===== config.mk =====
export PLATFORM = sky130hd
export DESIGN_NAME = signed_int_to_ascii_radix_top
export DESIGN_NICKNAME = d
export VERILOG_FILES = /design/src/sitar_pkg.sv /design/src/sitar_front.sv /design/src/sitar_queue.sv /design/src/sitar_back.sv /design/src/signed_int_to_ascii_radix_top.sv
export SDC_FILE = /design/constraint.sdc
export NUM_CORES = 1
export LEC_CHECK = 0
export BUFFER_PORTS_ARGS = -buffer_cell sky130_fd_sc_hd__buf_2
export CAP_MARGIN = 10
export CORE_MARGIN = 2
export CORE_UTILIZATION = 63
export DETAILED_ROUTE_END_ITERATION = 12
export HOLD_SLACK_MARGIN = 0.1
export PLACE_DENSITY = 0.9
export SKIP_LAST_GASP = 1
export SLEW_MARGIN = 20
export SYNTH_ARGS = -nofsm -noshare
export SYNTH_HDL_FRONTEND = slang
export SYNTH_SLANG_ARGS = --single-unit

===== constraint.sdc =====
create_clock -name clk_i -period 40.7 [get_ports clk_i]
set_input_delay 6.105 -clock clk_i [delete_from_list [all_inputs] [get_ports clk_i]]
set_output_delay 6.105 -clock clk_i [all_outputs]
set_load 0.005 [all_outputs]

===== src/sitar_pkg.sv =====
// Shared types, constants and the digit-to-character function for the radix text converter.
package sitar_pkg;

  localparam int unsigned ValueWidth   = 32;
  localparam int unsigned BaseWidth    = 8;
  localparam int unsigned CharWidth    = 8;
  localparam int unsigned RadixWidth   = 5;
  localparam int unsigned DigitWidth   = 4;
  localparam int unsigned ChunkWidth   = 8;
  localparam int unsigned MaxDigits    = 32;
  localparam int unsigned QueueDepthDefault = 2;

  localparam logic [BaseWidth-1:0] BaseMin = 8'd2;
  localparam logic [BaseWidth-1:0] BaseMax = 8'd16;

  localparam logic [CharWidth-1:0] CharMinus = 8'h2d;
  localparam logic [CharWidth-1:0] CharZero  = 8'h30;
  localparam logic [CharWidth-1:0] CharA     = 8'h61;
  localparam logic [CharWidth-1:0] CharNone  = 8'h00;

  typedef struct packed {
    logic [ValueWidth-1:0] mag;
    logic [RadixWidth-1:0] radix;
    logic                  neg;
    logic                  err;
  } sitar_item_t;

  function automatic logic [CharWidth-1:0] digit_char(input logic [DigitWidth-1:0] d);
    logic [CharWidth-1:0] c;
    if (d < 4'd10) begin
      c = CharZero + {4'd0, d};
    end else begin
      c = CharA + {4'd0, d - 4'd10};
    end
    return c;
  endfunction

endpackage


===== src/sitar_front.sv =====
// Front end: checks the base and takes the magnitude of the incoming value.
module sitar_front
  import sitar_pkg::*;
(
  input  logic [ValueWidth-1:0] value_i,
  input  logic [BaseWidth-1:0]  base_i,
  output sitar_item_t           item_o
);

  logic neg;

  assign neg = value_i[ValueWidth-1];

  always_comb begin
    item_o.neg   = neg;
    item_o.mag   = neg ? ('0 - value_i) : value_i;
    item_o.radix = base_i[RadixWidth-1:0];
    item_o.err   = (base_i < BaseMin) || (base_i > BaseMax);
  end

endmodule


===== src/sitar_queue.sv =====
// Short queue of classified items between the front end and the digit engine.
module sitar_queue
  import sitar_pkg::*;
#(
  parameter int unsigned Depth = QueueDepthDefault
) (
  input  logic        clk_i,
  input  logic        rst_ni,
  input  logic        push_i,
  input  sitar_item_t item_i,
  output logic        full_o,
  input  logic        pop_i,
  output logic        valid_o,
  output sitar_item_t item_o
);

  localparam int unsigned AddrWidth  = (Depth > 1) ? $clog2(Depth) : 1;
  localparam int unsigned CountWidth = $clog2(Depth + 1);
  localparam logic [AddrWidth-1:0]  LastAddr = AddrWidth'(Depth - 1);
  localparam logic [CountWidth-1:0] FullCount = CountWidth'(Depth);

  sitar_item_t mem_q [Depth];
  logic [AddrWidth-1:0]  wr_ptr_q, rd_ptr_q;
  logic [CountWidth-1:0] count_q;

  assign full_o  = (count_q == FullCount);
  assign valid_o = (count_q != '0);
  assign item_o  = mem_q[rd_ptr_q];

  always_ff @(posedge clk_i) begin
    if (push_i) begin
      mem_q[wr_ptr_q] <= item_i;
    end
  end

  always_ff @(posedge clk_i or negedge rst_ni) begin
    if (!rst_ni) begin
      wr_ptr_q <= '0;
      rd_ptr_q <= '0;
      count_q  <= '0;
    end else begin
      if (push_i) begin
        wr_ptr_q <= (wr_ptr_q == LastAddr) ? '0 : wr_ptr_q + 1'b1;
      end
      if (pop_i) begin
        rd_ptr_q <= (rd_ptr_q == LastAddr) ? '0 : rd_ptr_q + 1'b1;
      end
      case ({push_i, pop_i})
        2'b10:   count_q <= count_q + 1'b1;
        2'b01:   count_q <= count_q - 1'b1;
        default: count_q <= count_q;
      endcase
    end
  end

endmodule


===== src/sitar_back.sv =====
// Digit engine: divides by the base eight bits a cycle, stacks digits, emits characters.
module sitar_back
  import sitar_pkg::*;
(
  input  logic                 clk_i,
  input  logic                 rst_ni,
  input  logic                 valid_i,
  input  sitar_item_t          item_i,
  output logic                 pop_o,
  output logic                 valid_o,
  input  logic                 ready_i,
  output logic [CharWidth-1:0] char_o,
  output logic                 last_o,
  output logic                 err_o
);

  localparam int unsigned Chunks     = ValueWidth / ChunkWidth;
  localparam int unsigned StepWidth  = $clog2(Chunks);
  localparam int unsigned CountWidth = $clog2(MaxDigits + 1);
  localparam int unsigned IdxWidth   = $clog2(MaxDigits);
  localparam logic [StepWidth-1:0] LastStep = StepWidth'(Chunks - 1);

  typedef enum logic [1:0] {
    StIdle,
    StDiv,
    StEmit
  } state_e;

  state_e                  state_q;
  logic [ValueWidth-1:0]   div_q, div_d;
  logic [DigitWidth-1:0]   rem_q, rem_d;
  logic [StepWidth-1:0]    step_q;
  logic [RadixWidth-1:0]   radix_q;
  logic                    sign_q;
  logic [CountWidth-1:0]   cnt_q;
  logic [DigitWidth-1:0]   stack_q [MaxDigits];
  logic                    out_valid_q;
  logic [CharWidth-1:0]    out_char_q;
  logic                    out_last_q;
  logic                    out_err_q;
  logic                    load_ok;
  logic                    push;
  logic [ChunkWidth-1:0]   qbits;
  logic [IdxWidth-1:0]     top_idx;

  assign load_ok = !out_valid_q || ready_i;
  assign pop_o   = (state_q == StIdle) && valid_i && (!item_i.err || load_ok);
  assign push    = (state_q == StDiv) && (step_q == LastStep);
  assign top_idx = IdxWidth'(cnt_q - 1'b1);

  always_comb begin
    logic [DigitWidth:0] t;
    logic [DigitWidth-1:0] r;
    r = rem_q;
    qbits = '0;
    for (int i = ChunkWidth - 1; i >= 0; i--) begin
      t = {r, div_q[ValueWidth-ChunkWidth+i]};
      if (t >= radix_q) begin
        qbits[i] = 1'b1;
        t = t - radix_q;
      end
      r = t[DigitWidth-1:0];
    end
    rem_d = r;
    div_d = {div_q[ValueWidth-ChunkWidth-1:0], qbits};
  end

  always_ff @(posedge clk_i) begin
    if (push) begin
      stack_q[cnt_q[IdxWidth-1:0]] <= rem_d;
    end
  end

  always_ff @(posedge clk_i or negedge rst_ni) begin
    if (!rst_ni) begin
      state_q     <= StIdle;
      div_q       <= '0;
      rem_q       <= '0;
      step_q      <= '0;
      radix_q     <= '0;
      sign_q      <= 1'b0;
      cnt_q       <= '0;
      out_valid_q <= 1'b0;
      out_char_q  <= '0;
      out_last_q  <= 1'b0;
      out_err_q   <= 1'b0;
    end else begin
      if (out_valid_q && ready_i) begin
        out_valid_q <= 1'b0;
      end
      case (state_q)
        StIdle: begin
          if (pop_o) begin
            if (item_i.err) begin
              out_valid_q <= 1'b1;
              out_char_q  <= CharNone;
              out_last_q  <= 1'b1;
              out_err_q   <= 1'b1;
            end else begin
              div_q   <= item_i.mag;
              radix_q <= item_i.radix;
              sign_q  <= item_i.neg;
              rem_q   <= '0;
              step_q  <= '0;
              cnt_q   <= '0;
              state_q <= StDiv;
            end
          end
        end
        StDiv: begin
          div_q  <= div_d;
          rem_q  <= rem_d;
          step_q <= step_q + 1'b1;
          if (push) begin
            rem_q <= '0;
            cnt_q <= cnt_q + 1'b1;
            if (div_d == '0) begin
              state_q <= StEmit;
            end
          end
        end
        StEmit: begin
          if (load_ok) begin
            out_valid_q <= 1'b1;
            out_err_q   <= 1'b0;
            if (sign_q) begin
              sign_q     <= 1'b0;
              out_char_q <= CharMinus;
              out_last_q <= 1'b0;
            end else begin
              out_char_q <= digit_char(stack_q[top_idx]);
              out_last_q <= (cnt_q == CountWidth'(1));
              cnt_q      <= cnt_q - 1'b1;
              if (cnt_q == CountWidth'(1)) begin
                state_q <= StIdle;
              end
            end
          end
        end
        default: state_q <= StIdle;
      endcase
    end
  end

  assign valid_o = out_valid_q;
  assign char_o  = out_char_q;
  assign last_o  = out_last_q;
  assign err_o   = out_err_q;

endmodule


===== src/signed_int_to_ascii_radix_top.sv =====
// Top level of the signed integer to ASCII converter for bases 2 to 16.
//
// Each input beat carries a 32-bit signed value and a base; the block returns the
// value's text, most significant character first, one character per output beat,
// with tlast on the final character. A base outside 2 to 16 returns a single beat
// with tuser set and a zero character. The digit engine divides the magnitude by
// the base eight dividend bits per cycle, and the characters then leave at one
// per cycle while the output is not stalled.
// A small input queue takes further numbers while the engine is busy.
module signed_int_to_ascii_radix_top
  import sitar_pkg::*;
#(
  parameter int unsigned QueueDepth = QueueDepthDefault
) (
  input  logic        clk_i,
  input  logic        rst_ni,
  input  logic        s_axis_tvalid,
  output logic        s_axis_tready,
  input  logic [39:0] s_axis_tdata,   // value [31:0], base [39:32]
  output logic        m_axis_tvalid,
  input  logic        m_axis_tready,
  output logic [7:0]  m_axis_tdata,   // char_out [7:0]
  output logic        m_axis_tlast,
  output logic        m_axis_tuser    // error [0]
);

  sitar_item_t front_item;
  sitar_item_t queue_item;
  logic        queue_full;
  logic        queue_valid;
  logic        queue_pop;
  logic        push;

  assign s_axis_tready = !queue_full;
  assign push          = s_axis_tvalid && !queue_full;

  sitar_front u_front (
    .value_i (s_axis_tdata[ValueWidth-1:0]),
    .base_i  (s_axis_tdata[ValueWidth+BaseWidth-1:ValueWidth]),
    .item_o  (front_item)
  );

  sitar_queue #(
    .Depth (QueueDepth)
  ) u_queue (
    .clk_i   (clk_i),
    .rst_ni  (rst_ni),
    .push_i  (push),
    .item_i  (front_item),
    .full_o  (queue_full),
    .pop_i   (queue_pop),
    .valid_o (queue_valid),
    .item_o  (queue_item)
  );

  sitar_back u_back (
    .clk_i   (clk_i),
    .rst_ni  (rst_ni),
    .valid_i (queue_valid),
    .item_i  (queue_item),
    .pop_o   (queue_pop),
    .valid_o (m_axis_tvalid),
    .ready_i (m_axis_tready),
    .char_o  (m_axis_tdata),
    .last_o  (m_axis_tlast),
    .err_o   (m_axis_tuser)
  );

endmodule


## Word-level counts from Yosys, hierarchy flattened

Memory sizes are Yosys's and may differ from the RTL's.
Cells that the tools add are included.

| storage, ports and cells | value |
|---|---|
| input bits | 44 |
| memory bits (writable) | 206 |
| memories | 2 |
| flip-flop bits (word level) | 67 |

Memory list:

| name | words | bits a word | read ports | clocked after memory_dff | wr ports | RTL line | source |
|---|---|---|---|---|---|---|---|
| u_back.stack_q | 32 | 4 | 1 | 0 | 1 | sitar_back.sv:36 | `logic [DigitWidth-1:0] stack_q [MaxDigits];` |
| u_queue.mem_q | 2 | 39 | 1 | 0 | 1 | sitar_queue.sv:22 | `sitar_item_t mem_q [Depth];` |

| cells by class | value |
|---|---|
| order comparisons | 11 |
| reduce and logical (&&, ||, !) cells | 24 |
| add/subtract/negate cells | 19 |
| multiplexer cells | 69 |
| bitwise operators | 1 |
| eq/ne operators | 15 |

Operators by type and width:

| cell | count |
|---|---|
| 32-bit two-way mux | 3 |
| 32-bit case mux with 2 select lines | 1 |
| 4-bit two-way mux | 11 |
| 5-bit >= comparator | 8 |
| 8-bit two-way mux | 5 |
| 32-bit logical NOT | 1 |
| 1-bit by 32-bit subtractor with 32-bit output (first input constant) | 1 |
| 4-bit subtractor | 8 |
| 6-bit two-way mux | 5 |
| 1-bit two-way mux | 25 |
| 2-bit two-way mux | 9 |
| 6-bit case mux with 3 select lines | 1 |
| 8-bit case mux with 2 select lines | 1 |
| 7-bit by 4-bit adder with 8-bit output (first input constant) | 1 |
| 2-bit equality test (second input constant) | 4 |
| 8-bit by 5-bit greater-than comparator with 1-bit output (second input constant) | 1 |
| 8-bit by 2-bit less-than comparator with 1-bit output (second input constant) | 1 |
| 2-bit by 1-bit inequality test with 1-bit output (second input constant) | 4 |
| 2-bit inequality test (second input constant) | 4 |
| 1-bit case mux with 2 select lines | 4 |
| 2-bit case mux with 2 select lines | 2 |
| 4-bit case mux with 2 select lines | 1 |
| 4-bit AND reduction | 2 |
| 2-bit nonzero test | 4 |
| other kinds (20) | 32 |

## Longest topological paths before layout

Gate-level depths: netlist of the first run.

| depth | value |
|---|---|
| word-level depth | 20 |
| mapped depth | 60 |
| mapped depth without buffers | 59 |

## Cells and area by module

Synthesis of the first run repeated with hierarchy kept, for this count alone.

| unflattened totals | value |
|---|---|
| cell total of the unflattened synthesis | 1071 |
| area total of the unflattened synthesis | 13933.4 um^2 |

By module, submodules not included:

| module | seq. area each (um^2) | cells an instance | times used | area each (um^2) |
|---|---|---|---|---|
| sitar_back | 5395.2 | 820 | 1 | 10107.2 |
| sitar_queue | 2442.3 | 137 | 1 | 3014.1 |
| sitar_front | 0.0 | 112 | 1 | 802.0 |
| signed_int_to_ascii_radix_top | 0.0 | 2 | 1 | 10.0 |

## Least setup slack after synthesis of the first run

OpenSTA, ideal clock, no wires.

| timing path | value |
|---|---|
| path type | flip-flop to flip-flop |
| start | register u_back.radix_q[1] |
| end | memory u_back.stack_q[0][3], data pin |
| clock period less this slack | 12.829 ns |
| buffers on the path | 1 |
| data required time | 40.246 ns |
| stages on the path, launching flop included | 56 |
| data arrival time | 12.375 ns |
| slack | 27.871 ns |
| cell sequence | dfrtp_1 > inv_1 > ha_1 > a21o_1 > a21o_1 > o22ai_2 > mux2_2 > inv_1 > ha_1 > nor2b_1 > o21ai_0 > nand2b_1 > o22ai_2 > mux2_2 > inv_1 > ha_1 > nor2b_1 > o21ai_0 > [... 20 more ...] > o31ai_1 > a21oi_1 > nor2_1 > inv_1 > ha_1 > nor2b_1 > o21a_1 > a311oi_1 > o21ai_1 > o21ai_0 > inv_1 > ha_1 > o21ai_0 > a21boi_0 > o21ai_0 > a21oi_1 > clkbuf_1 > o21ai_0 |

| on the way | value |
|---|---|
| word-level cells in the longest chain between the ends | 16 |
| elaborated cells between the ends (all ways) | 24 |
| those cells by class | 8 x add/sub; 8 x order compare; 8 x mux |

Ends and longest elaborated chain:

| element | RTL line | source |
|---|---|---|
| start, declared | sitar_back.sv:33 | `logic [RadixWidth-1:0] radix_q;` |
| start signal, assigned | sitar_back.sv:101 | `radix_q <= item_i.radix;` |
| 4-bit subtractor / 5-bit >= comparator (equally long branches) | sitar_back.sv:60, sitar_back.sv:58 |  |
| 4-bit two-way mux | sitar_back.sv:58 | `if (t >= radix_q) begin` |
| 4-bit subtractor / 5-bit >= comparator (equally long branches) | sitar_back.sv:60, sitar_back.sv:58 |  |
| 4-bit two-way mux | sitar_back.sv:58 |  |
| 4-bit subtractor / 5-bit >= comparator (equally long branches) | sitar_back.sv:60, sitar_back.sv:58 |  |
| 4-bit two-way mux | sitar_back.sv:58 |  |
| 5-bit >= comparator / 4-bit subtractor (equally long branches) | sitar_back.sv:58, sitar_back.sv:60 |  |
| 4-bit two-way mux | sitar_back.sv:58 |  |
| 4-bit subtractor / 5-bit >= comparator (equally long branches) | sitar_back.sv:60, sitar_back.sv:58 |  |
| 4-bit two-way mux | sitar_back.sv:58 |  |
| 4-bit subtractor / 5-bit >= comparator (equally long branches) | sitar_back.sv:60, sitar_back.sv:58 |  |
| 4-bit two-way mux | sitar_back.sv:58 |  |
| 5-bit >= comparator / 4-bit subtractor (equally long branches) | sitar_back.sv:58, sitar_back.sv:60 |  |
| 4-bit two-way mux | sitar_back.sv:58 |  |
| 4-bit subtractor / 5-bit >= comparator (equally long branches) | sitar_back.sv:60, sitar_back.sv:58 |  |
| 4-bit two-way mux * | sitar_back.sv:58 |  |
| named net u_back.rem_d[3] | sitar_back.sv:31 | `logic [DigitWidth-1:0] rem_q, rem_d;` |
| end, declared | sitar_back.sv:36 |  |

Mark *: on every way through the listed nets, which the timed path passes. The rest lies on a longest branch.

## Worst setup path after layout of the first run

| timing path | value |
|---|---|
| start | register u_back.radix_q[1] |
| end | memory u_back.stack_q[28][0], data pin |

| on the way | value |
|---|---|
| word-level cells in the longest chain between the ends | 16 |
| elaborated cells between the ends (all ways) | 23 |
| those cells by class | 7 x add/sub; 8 x order compare; 8 x mux |

Ends and longest elaborated chain:

| element | RTL line |
|---|---|
| 4-bit subtractor / 5-bit >= comparator (equally long branches) | sitar_back.sv:60, sitar_back.sv:58 |
| 4-bit two-way mux | sitar_back.sv:58 |
| 4-bit subtractor / 5-bit >= comparator (equally long branches) | sitar_back.sv:60, sitar_back.sv:58 |
| 4-bit two-way mux | sitar_back.sv:58 |
| 4-bit subtractor / 5-bit >= comparator (equally long branches) | sitar_back.sv:60, sitar_back.sv:58 |
| 4-bit two-way mux | sitar_back.sv:58 |
| 5-bit >= comparator / 4-bit subtractor (equally long branches) | sitar_back.sv:58, sitar_back.sv:60 |
| 4-bit two-way mux | sitar_back.sv:58 |
| 4-bit subtractor / 5-bit >= comparator (equally long branches) | sitar_back.sv:60, sitar_back.sv:58 |
| 4-bit two-way mux | sitar_back.sv:58 |
| 4-bit subtractor / 5-bit >= comparator (equally long branches) | sitar_back.sv:60, sitar_back.sv:58 |
| 4-bit two-way mux | sitar_back.sv:58 |
| 4-bit subtractor / 5-bit >= comparator (equally long branches) | sitar_back.sv:60, sitar_back.sv:58 |
| 4-bit two-way mux | sitar_back.sv:58 |
| 5-bit >= comparator * | sitar_back.sv:58 |
| 4-bit two-way mux * | sitar_back.sv:58 |
| named net u_back.rem_d[0] | sitar_back.sv:31 |

Marks and branches as above.

==> summary.md, run 1 <==
| Metric | Value |
|---|---|
| Post-DP HPWL | 19600 um |
| PD cells | 40.3 nW/um2 |
| Outcome | finished, final reports clean |
| Worst-path maximum fanout | 33 |
| Antenna diodes | 0 |
| Pint | 0.474 mW |
| WS Path Type | flop to flop |
| Worst path max stage delay | 0.68 ns |
| Initial DRC count | 953 |
| TritonCTS buffer count | 27 |
| Io pins | 56 |
| Critical path launch point type | flop |
| First-pass GRT wire length | 46900 um |
| Die Height | 151 um |
| Clock Pin Slew Worst Setup and Hold Paths | 0.06 ns |
| CTS tree | built |
| Most frequent cells after synthesis | 206 x edfxtp_1, 97 x nand2_1, 85 x nor2_1, 82 x o21ai_0, 66 x dfrtp_1 |
| Hold-fix buffers, CTS | 0 |
| Sw Share | 21.8% |
| Number of synthesized flops with an enable pin | 206 |
| Clock Sinks | 272 |
| Detail Route Antenna Nets | 0 |
| Syn nets | 1167 |
| Post-CTS Repair Setup Buffers | 0 |
| Hold Path Stages | 2 |
| Detailed Route WL | 29200 um |
| Endpoints failing hold | 0 |
| Vias post-DR | 8930 |
| PortBufs | 54 |
| Synthesized area | 13700 um2 |
| Post-cts resize count | 0 |
| Slowest CP cell | dfrtp_1 |
| Worst EP arrival | 14.43 ns |
| Mean Syn Cell Area | 12.9 um2 |
| Ranking of synthesized cells by area | edfxtp_1 45%, dfrtp_1 12%, ha_1 4.9% |
| Synth warn | 0 |
| Period Utilization, post-route | 34.9% |
| Clock power frac | 40.4% |
| Fraction of layout cells with a size suffix above 1 | 15.8% |
| Area delta synth->final | 10.1% |
| Gpl congestion | 0.925 |
| Routed WL per cell | 20.8 um |
| Final net count | 1214 |
| F_max | 70.4 MHz |
| Hold_ws | 0.470 ns |
| Required time of the critical path | 40.92 ns |
| Area share of the largest cell type after synthesis | 45.2% |
| Root Buffer | clkbuf_16 |
| CTS Buffer Depth | 3 |
| Crit path capture type | flop |
| Worst skew pair latency | 0.54 ns |
| Pin count of the biggest net entering global routing | 72 |
| Vias in the first global route | 8959 |
| R2r worst-path depth | 55 |
| R2r setup slk | 26.49 ns |
| Most frequent CP cell | ha_1 |
| Fill cells | 1293 |
| Grt ovf | 0 |
| Post-route DRC | 0 |
| Multi-input logic area | 5490 um2 |
| Min cycle time layout | 14.21 ns |
| Dpl cells | 1354 |
| Fraction of registers with async set or reset after synthesis | 24.3% |
| All-Layer GR Usage | 26.5% |
| Post-synth cell types | 70 |
| Pleak | 5.10 nW |
| Skew final | 0.0157 ns |
| Seq. cell area | 7840 um2 |
| Psw | 0.132 mW |
| Final Power | 0.606 mW |
| Count leader, synth | edfxtp_1 |
| Die area | 22900 um2 |
| Final TNS setup | 0 ns |
| Final std cells w/o fill | 1405 |
| Fin util | 71.2% |
| Yosys reg bits | 272 |
| Via density | 6.36 |
| Area leader, netlist | edfxtp_1 |
| Comb pwr share | 5.6% |
| H-tree depth reported by CTS | 1 |
| Sequential share of power | 54.0% |
| Core area | 21200 um2 |
| Relative slew slack | 38.1% |
| Peak VDD IR | 41.6 uV |
| Row cnt | 53 |
| Min-Delay Path Class | flop to flop |
| Max-slew violations | 0 |
| RSZ-0062 raised after global routing | no |
| Die width | 151 um |
| Post-synth top flop | edfxtp_1 |
| Max-Cap Viols | 0 |
| Antenna violations before repair | 1 |
| Slew @ Worst Pin | 0.928 ns |
| Final setup fails | 0 |
| Initial Utilization | 64.6% |
| Cells after Synth | 1062 |
| Seq/Total Area, Yosys | 57.3% |
| First-pass detailed-route iteration total | 5 |
-- state kept, by name, summed over array words and instances, names as in the netlist --
register          flops
u_back.cnt_q          6
u_queue.wr_ptr_q      1
u_back.div_q         32
u_back.valid_o        1
u_back.sign_q         1
u_queue.count_q       2
u_back.err_o          1
u_back.char_o         7
u_back.state_q        2
u_back.rem_q          4
u_back.stack_q      128
u_queue.rd_ptr_q      1
u_back.step_q         2
u_back.last_o         1
u_back.radix_q        5
u_queue.mem_q        78
-- area by class of cell --
class                           instances  share of cell area [%]
Clock buffer                           35                    4.90
Multi-Input combinational cell        702                    36.4
Inverter                               43                    1.07
Sequential cell                       272                    52.1
Tap cell                              275                    2.29
Timing Repair Buffer                   63                    2.33
Clock inverter                         15                   0.898
-- stage by stage --
step                worst slack (ns)  area, um2
global placement               27.07      14100
global route                   25.25      15100
detailed placement             26.28      14100
CTS                            26.08      15000
floorplan                      27.87      13700
finish                         26.49      15100
-- final timing paths --
kind | start | end
worst max-delay path | u_back.radix_q[1]$_DFFE_PN0P_ | u_back.stack_q[28][0]$_DFFE_PP_
worst min-delay path | u_back.char_o[1]$_DFFE_PN0P_ | u_back.char_o[1]$_DFFE_PN0P_
worst max register to register | u_back.radix_q[1]$_DFFE_PN0P_ | u_back.stack_q[28][0]$_DFFE_PP_
worst min register to register | u_back.char_o[1]$_DFFE_PN0P_ | u_back.char_o[1]$_DFFE_PN0P_
max in group asynchronous | rst_ni | u_back.cnt_q[0]$_DFFE_PN0P_
min in group asynchronous | rst_ni | u_back.radix_q[3]$_DFFE_PN0P_
-- power by group through the flow --
stage	clock network (mW)	logic (mW)	registers (mW)
4_1_cts	0.246	0.0333	0.328
3_5_place_dp	0	0.0330	0.333
2_1_floorplan	0	0.0201	0.331
5_1_grt	0.257	0.0377	0.329
3_3_place_gp	0	0.0315	0.332
6_report	0.245	0.0342	0.327
-- placed cells by master, fill, tap and decap left out, drive strengths merged, types with 11 or more instances in the layout --
| master | count |
|---|---|
| nand2b | 12 |
| edfxtp | 206 |
| inv | 47 |
| xnor2 | 45 |
| o31ai | 15 |
| mux2i | 61 |
| mux4 | 32 |
| nand2 | 98 |
| nand3 | 11 |
| mux2 | 16 |
| clkbuf | 35 |
| ha | 53 |
| dfrtp | 66 |
| or3 | 11 |
| o21ai | 89 |
| nor4 | 11 |
| nor2 | 85 |
| buf | 63 |
| a21oi | 50 |
-- worst max-delay path: cells and delay by family (launching register included) --
family | cells | cell delay (ns)
buffers and inverters | 7 | 0.78
flip-flops | 1 | 0.68
AND/OR/NAND/NOR | 10 | 1.46
multiplexers | 4 | 1.72
AO/OA/AOI/OAI | 26 | 6.99
adder cells (fa/ha/maj) | 8 | 2.24
-- cell families (layout without fill, tap and decap cells) --
logic type      count (synthesis)  after routing  synth area share, %
other cells                     1              1               0.0274
simple gates                  256            256                 8.43
mux                           109            109                 11.2
buf+inv                        88            156                 2.97
flops                         272            272                 57.3
compound gates                221            221                 10.5
xor+xnor                       54             54                 3.60
fa+ha+maj                      61             61                 6.02
-- layer usage --
| metal | share of wire [%] | global-route usage, % | vias to the layer above | wire length, um |
|---|---|---|---|---|
| met5 | 0.027 | 0 | - | 8 |
| li1 | - | - | 4069 | - |
| met3 | 6.4 | 3.55 | 103 | 1870 |
| met2 | 51 | 44.8 | 427 | 14800 |
| met1 | 39 | 34.9 | 4329 | 11400 |
| met4 | 4.1 | 10.7 | 2 | 1190 |
(Power assumes the default switching activity.)
==> run 2, diff against run 1 <==
ABC_AREA = 1   (was default)
CORE_UTILIZATION = 56   (was 63)
PLACE_DENSITY = 0.85   (was 0.9)
clock period = 12.3 ns   (was 40.7 ns; I/O delays follow)
==> run 2 against run 1 <==
  * Fmax increased by 24%
  * Global-route usage fell by 1.9 points
  * Die area increased by 16%
  * Sequential share of layout area down 2.3 points
  * First-iteration DRC count is 27% higher
  * Critical path type unchanged
==> summary.md, run 2 <==
| Metric | Value |
|---|---|
| Outcome | finished, final reports clean |
| Endpoints failing hold | 0 (unchanged) |
| Io pins | 56 (unchanged) |
| CTS tree | built |
| Area delta synth->final | 11.7% |
| Via density | 5.70 (-10%) |
| Period Utilization, post-route | 93.3% (+58 points) |
| TritonCTS buffer count | 27 (unchanged) |
| Met3 Track Usage GR | 4.18% (+0.62 points) |
| Yosys reg bits | 272 (unchanged) |
| Max-slew violations | 0 (unchanged) |
| Clock Pin Slew Worst Setup and Hold Paths | 0.07 ns (about the same) |
| Antenna violations before repair | 1 (unchanged) |
| H-tree depth reported by CTS | 1 (unchanged) |
| Worst-path maximum fanout | 9 (-73%) |
| PortBufs | 54 (unchanged) |
| Count leader, synth | nand2_1 |
| Core area | 25000 um2 (+18%) |
| Max reg flops | 128 (unchanged) |
| Vias in the first global route | 10.8k (+21%) |
| Area leader, netlist | edfxtp_1 |
| Die width | 163 um (+7.5%) |
| Most frequent cells in the layout | 410 x nand2_1, 206 x edfxtp_1, 163 x nand3_1 |
| Gpl congestion | 0.913 (-1.3%) |
| CP startpoint | u_back.radix_q[1]$_DFFE_PN0P_ |
| Detail Route Antenna Nets | 0 (unchanged) |
| Synth warn | 0 (unchanged) |
| Syn nets | 1624 (+39%) |
| Min cycle time layout | 11.48 ns (-2.73 ns) |
| Hold Path Sink | u_back.char_o[5]$_DFFE_PN0P_ |
| Row cnt | 58 (+9.4%) |
| Number of synthesized flops with an enable pin | 206 (unchanged) |
| Grt ovf | 0 (unchanged) |
| Crit path capture type | flop |
| Ranking of synthesized cells by area | edfxtp_1 44%, dfrtp_1 12%, nand2_1 11% |
| RR Startpoint | u_back.radix_q[1]$_DFFE_PN0P_ |
| Synthesized area | 14100 um2 (+3.1%) |
| GR Util met2 | 42.2% (-2.6 points) |
| Vias post-DR | 11.0k (+23%) |
| Critical path launch point type | flop |
| Clock Sinks | 272 (unchanged) |
| Most frequent cells after synthesis | 410 x nand2_1, 206 x edfxtp_1, 163 x nand3_1, 155 x inv_1, 117 x nor2_1 |
| Post-DP HPWL | 21200 um (+8.2%) |
| Worst EP arrival | 11.92 ns (-2.51 ns) |
| Routed WL per cell | 16.8 um (-19%) |
| Commonest non-fill, non-tap cell in the layout | nand2_1 |
| First-pass detailed-route iteration total | 7 (+2) |
| Cells after Synth | 1519 (+43%) |
| First-pass GRT wire length | 51900 um (+11%) |
| Hold-fix buffers, CTS | 0 (unchanged) |
| Min-Delay Path Class | flop to flop |
| Seq/Total Area, Yosys | 55.6% (-1.7 points) |
| Root Buffer | clkbuf_16 |
| Max-Cap Viols | 0 (unchanged) |
| R2r setup slk | 0.82 ns (-25.67 ns) |
| Worst path max stage delay | 0.55 ns (-0.13 ns) |
| Post-synth cell types | 51 (-27%) |
| Die Height | 163 um (+7.5%) |
| Slew @ Worst Pin | 1.04 ns (+0.109 ns) |
| Min-delay src | u_back.char_o[5]$_DFFE_PN0P_ |
| Initial DRC count | 1214 (+27%) |
| Area share of the largest cell type after synthesis | 43.9% (-1.4 points) |
| Final TNS setup | 0 ns (unchanged) |
| WS Path Type | flop to flop |
| Most frequent CP cell | nand2_1 |
| GRT Max-Usage Layer | met2 |
| Die area | 26500 um2 (+16%) |
| Worst skew pair latency | 0.55 ns (about the same) |
| Worst reg2reg endpoint | u_back.state_q[0]$_DFFE_PN0P_ |
| F_max | 87.1 MHz (+24%) |
| Slowest CP cell | dfrtp_4 |
| CTS Buffer Depth | 3 (unchanged) |
| Relative slew slack | 30.4% (-7.7 points) |
| Detailed Route WL | 32400 um (+11%) |
| Skew final | 0.0185 ns (+0.00283 ns) |
| Mean Syn Cell Area | 9.28 um2 (-28%) |
| Fraction of layout cells with a size suffix above 1 | 10.1% (-5.7 points) |
| Initial Utilization | 56.5% (-8.1 points) |
| Fill cells | 1904 (+47%) |
| Met1 GRT Util | 30.5% (-4.5 points) |
| All-Layer GR Usage | 24.6% (-1.9 points) |
| Final net count | 1678 (+38%) |
| Post-route DRC | 0 (unchanged) |
| Required time of the critical path | 12.74 ns (-28.18 ns) |
| Post-synth top flop | edfxtp_1 |
| Pin count of the biggest net entering global routing | 75 (+4.2%) |
| Final setup fails | 0 (unchanged) |
| R2r worst-path depth | 70 (+27%) |
| Hold Path Stages | 2 (unchanged) |
| Antenna diodes | 0 (unchanged) |
| Fraction of registers with async set or reset after synthesis | 24.3% (unchanged) |
[run 2: cell count changes in the layout (fill, tap and decap cells not counted), sizes merged, moves of 19 or more]
cell    previous run  this run
a21oi             50        30
xor2               9        29
nand3             11       165
mux2i             61         1
nor2              85       118
nand4              1        20
mux4              32         0
xnor2             45        19
o211ai             1        25
inv               47       161
nand2             98       416
[run 2: worst max-delay path by stage]
stage,end,slack (ns),cells after the start
6_report,u_back.state_q[0]$_DFFE_PN0P_,0.82,70
5_1_grt,u_back.state_q[0]$_DFFE_PN0P_,-0.08,69
4_1_cts,u_back.stack_q[30][2]$_DFFE_PP_,0.29,65
3_5_place_dp,u_back.stack_q[13][2]$_DFFE_PP_,0.43,64
3_3_place_gp,u_back.stack_q[13][2]$_DFFE_PP_,1.09,65
2_1_floorplan,u_back.stack_q[0][1]$_DFFE_PP_,1.89,63
[run 2: cell families after synthesis]
family | after synthesis | synth area share (%)
buffers and inverters | 216 | 5.94
XOR/XNOR | 48 | 3.09
flip-flops | 272 | 55.6
other | 1 | 0.0266
multiplexers | 1 | 0.0710
adder cells (fa/ha/maj) | 61 | 5.84
AND/OR/NAND/NOR | 746 | 22.4
AO/OA/AOI/OAI | 174 | 7.09
[run 2: timing repair]
| action | 4_1_cts | 5_1_grt |
|---|---|---|
| setup buffers | 0 | 11 |
| resized for setup | 0 | 15 |
| endpoints found under the setup margin | 0 | 135 |
[run 2: layout make-up]
class                           count  area [um2]  share of cell area, %
Sequential cell                   272        7840                   49.8
Inverter                          163         622                   3.95
Multi-Input combinational cell   1031        5460                   34.7
Clock buffer                       30         687                   4.36
Clock inverter                     20         243                   1.54
Timing Repair Buffer               78         487                   3.09
Tap cell                          330         413                   2.62
[run 2: stage by stage]
stage	utilization (%)	hold slack, ns	setup WS, ns	cell area (um2)	std cells
after floorplan	-	0.453	1.89	14100	1519
after global placement	58.7	0.454	1.09	14700	1861
after detailed placement	58.7	0.454	0.431	14700	1861
after CTS	62.5	0.470	0.293	15600	1911
after global routing	63.1	0.486	-0.0799	15800	1924
final	63.1	0.464	0.819	15800	1924
[run 2: routing by layer]
| metal | routed length [um] | up-vias | part of all wire (%) |
|---|---|---|---|
| met3 | 2430 | 132 | 7.5 |
| met5 | 18 | - | 0.056 |
| met1 | 12700 | 5104 | 39 |
| met4 | 1340 | 2 | 4.1 |
| li1 | - | 5218 | - |
| met2 | 15900 | 505 | 49 |
[run 2: worst max-delay path, delay by kind of cell, from the launching register on]
| kind | cells | cell delay, ns |
|---|---|---|
| and+or+nand+nor | 40 | 4.99 |
| adders and majority gates | 8 | 2.49 |
| AOI/OAI and AO/OA | 11 | 1.74 |
| buffers and inverters | 11 | 1.54 |
| DFF | 1 | 0.55 |
Power of run 2 is not shown: default switching activity piles up to over one toggle a cycle in this logic, so the estimate is an artifact.
==> run 3, diff against run 2 <==
CELL_PAD_IN_SITES_DETAIL_PLACEMENT = 2   (was default)
CELL_PAD_IN_SITES_GLOBAL_PLACEMENT = 2   (was default)
CORE_UTILIZATION = 36   (was 56)
RECOVER_POWER = 25   (was default)
==> run 3 against run 2 <==
  * Non-clock buffer count increased by 6
  * Critical path depth fell by 4
  * Sequential cell count did not move
  * Final area rose by 2.7%
  * Global-route usage up 0.59 points
  * Register-to-register slack lost 0.50 ns
  * Worst hold slack gained 0.023 ns
  * Clock skew up 0.016 ns
  * Via count grew 8.6%
  * The run now ends with capacitance limit, slew limit left
  * First-iteration DRC count down 41%
==> summary.md, run 3 (synthesis results as in run 2) <==
| Metric | Value |
|---|---|
| GRT Max-Usage Layer | met2 |
| Crit path capture type | flop |
| Max-slew violations | 149 (+149) |
| H-tree depth reported by CTS | 1 (unchanged) |
| Placement Setup Slack | -0.504 ns (-0.934 ns) |
| Worst EP arrival | 12.30 ns (+0.38 ns) |
| Met1 GRT Util | 32.0% (+1.5 points) |
| Pin count of the biggest net entering global routing | 74 (-1.3%) |
| Vias post-DR | 11.9k (+8.6%) |
| Max-Cap Viols | 3 (+3) |
| Fill cells | 4149 (+120%) |
| Initial Utilization | 36.5% (-20 points) |
| Hold-fix buffers, CTS | 0 (unchanged) |
| Core area | 38600 um2 (+55%) |
| F_max | 83.5 MHz (-4.2%) |
| Vias in the first global route | 12.9k (+20%) |
| Period Utilization, post-route | 97.4% (+4.1 points) |
| Area delta synth->final | 14.7% |
| Detail Route Antenna Nets | 0 (unchanged) |
| Post-route DRC | 0 (unchanged) |
| Critical path launch point type | flop |
| Antenna violations before repair | 1 (unchanged) |
| First-pass detailed-route iteration total | 5 (-2) |
| Initial DRC count | 721 (-41%) |
| Slowest CP cell | ha_1 |
| Io pins | 56 (unchanged) |
| Gpl congestion | 0.845 (-7.5%) |
| Root Buffer | clkbuf_16 |
| Post-route setup slack | 0.319 ns (-0.499 ns) |
| Clock Pin Slew Worst Setup and Hold Paths | 0.06 ns (about the same) |
| Seq. cell area | 7840 um2 (about the same) |
| Relative slew slack | -184% (-210 points) |
| CTS tree | built |
| Outcome | complete, but fails checks |
| Dpl cells | 2054 (+10%) |
| PortBufs | 54 (unchanged) |
| Grt ovf | 0 (unchanged) |
| All-Layer GR Usage | 25.2% (+0.59 points) |
| Skew final | 0.0348 ns (+0.0162 ns) |
| Min-Delay Path Class | flop to flop |
| Final std cells w/o fill | 2127 (+11%) |
| Max reg flops | 128 (unchanged) |
| CTS Buffer Depth | 3 (unchanged) |
| Via density | 5.60 (-1.8%) |
| Slew @ Worst Pin | 4.26 ns (+3.23 ns) |
| Failing checks | capacitance limit, slew limit |
| WS Path Type | flop to flop |
| Routed WL per cell | 25.2 um (+50%) |
| Required time of the critical path | 12.62 ns (-0.12 ns) |
| Commonest non-fill, non-tap cell in the layout | nand2_1 |
| Worst path max stage delay | 0.41 ns (-0.14 ns) |
| TritonCTS buffer count | 31 (+15%) |
| Fraction of layout cells with a size suffix above 1 | 11.1% (+1.0 points) |
| Final net count | 1689 (+0.66%) |
| Met3 Track Usage GR | 3.81% (-0.37 points) |
| Die area | 40800 um2 (+54%) |
| Most frequent CP cell | nand2_1 |
| Post-DP HPWL | 32800 um (+55%) |
| Row cnt | 72 (+24%) |
| Worst-path maximum fanout | 16 (+7) |
| Detailed Route WL | 53500 um (+65%) |
| Hold_ws | 0.488 ns (+0.0233 ns) |
| Die Height | 202 um (+24%) |
| Most frequent cells in the layout | 408 x nand2_1, 206 x edfxtp_1, 158 x nand3_1 |
| Multi-input logic area | 5540 um2 (+1.3%) |
| Final setup fails | 0 (unchanged) |
| Endpoints failing hold | 0 (unchanged) |
| Worst skew pair latency | 0.59 ns (+0.04 ns) |
| Min cycle time layout | 11.98 ns (+0.499 ns) |
| Antenna diodes | 0 (unchanged) |
| First-pass GRT wire length | 78900 um (+52%) |
| Fin util | 41.9% (-21 points) |
| GR Util met2 | 43.9% (+1.7 points) |
| Clock Sinks | 272 (unchanged) |
| Die width | 202 um (+24%) |
run 3: area by class of cell:
class / instances / share of cell area (%)
Multi-Input combinational cell: 1031 / 34.2
Tap cell: 518 / 4.01
Timing Repair inverter: 1 / 0.0464
Clock buffer: 45 / 5.76
Inverter: 163 / 3.87
Clock inverter: 13 / 0.657
Timing Repair Buffer: 84 / 2.99
Sequential cell: 272 / 48.5
run 3: final timing paths:
| path | from | end | slack [ns] | cells past startpoint |
|---|---|---|---|---|
| worst max-delay path | u_back.radix_q[2]$_DFFE_PN0P_ | u_back.stack_q[30][0]$_DFFE_PP_ | 0.32 | 66 |
| worst min-delay path | u_back.char_o[6]$_DFFE_PN0P_ | u_back.char_o[6]$_DFFE_PN0P_ | 0.49 | 2 |
| worst max register to register | u_back.radix_q[2]$_DFFE_PN0P_ | u_back.stack_q[30][0]$_DFFE_PP_ | 0.32 | 66 |
| worst min register to register | u_back.char_o[6]$_DFFE_PN0P_ | u_back.char_o[6]$_DFFE_PN0P_ | 0.49 | 2 |
| max in group asynchronous | rst_ni | u_back.cnt_q[0]$_DFFE_PN0P_ | 6.81 | 1 |
| min in group asynchronous | rst_ni | u_back.div_q[28]$_DFFE_PN0P_ | 2.75 | 1 |
run 3: critical path, delay by kind of cell (launching register included):
| kind | cells | cell delay (ns) |
|---|---|---|
| AO/OA/AOI/OAI | 13 | 2.41 |
| adder cells (fa/ha/maj) | 8 | 2.74 |
| buffers and inverters | 14 | 1.91 |
| flip-flops | 1 | 0.40 |
| AND/OR/NAND/NOR | 31 | 4.25 |
run 3: metrics by stage:
| step | TNS [ns] | area (um2) |
|---|---|---|
| 4_1_cts | 0 | 16000 |
| 3_5_place_dp | -22.58 | 14900 |
| 3_3_place_gp | 0 | 14900 |
| 5_1_grt | -31.02 | 16200 |
| 6_report | 0 | 16200 |
| 2_1_floorplan | 0 | 14100 |
run 3: metal layers:
layer	wire length (um)	share of wire (%)
met5	13	0.024
met1	22100	41
met2	26900	50
met3	2650	5.0
met4	1880	3.5
run 3: what timing repair did:
action                     CTS  global route
gates cloned                 1             0
setup endpoints to repair  134           135
setup buffers                3            11
gates resized for setup     10            27
pin swaps                    0             4
Power of run 3 is left out for the same reason.
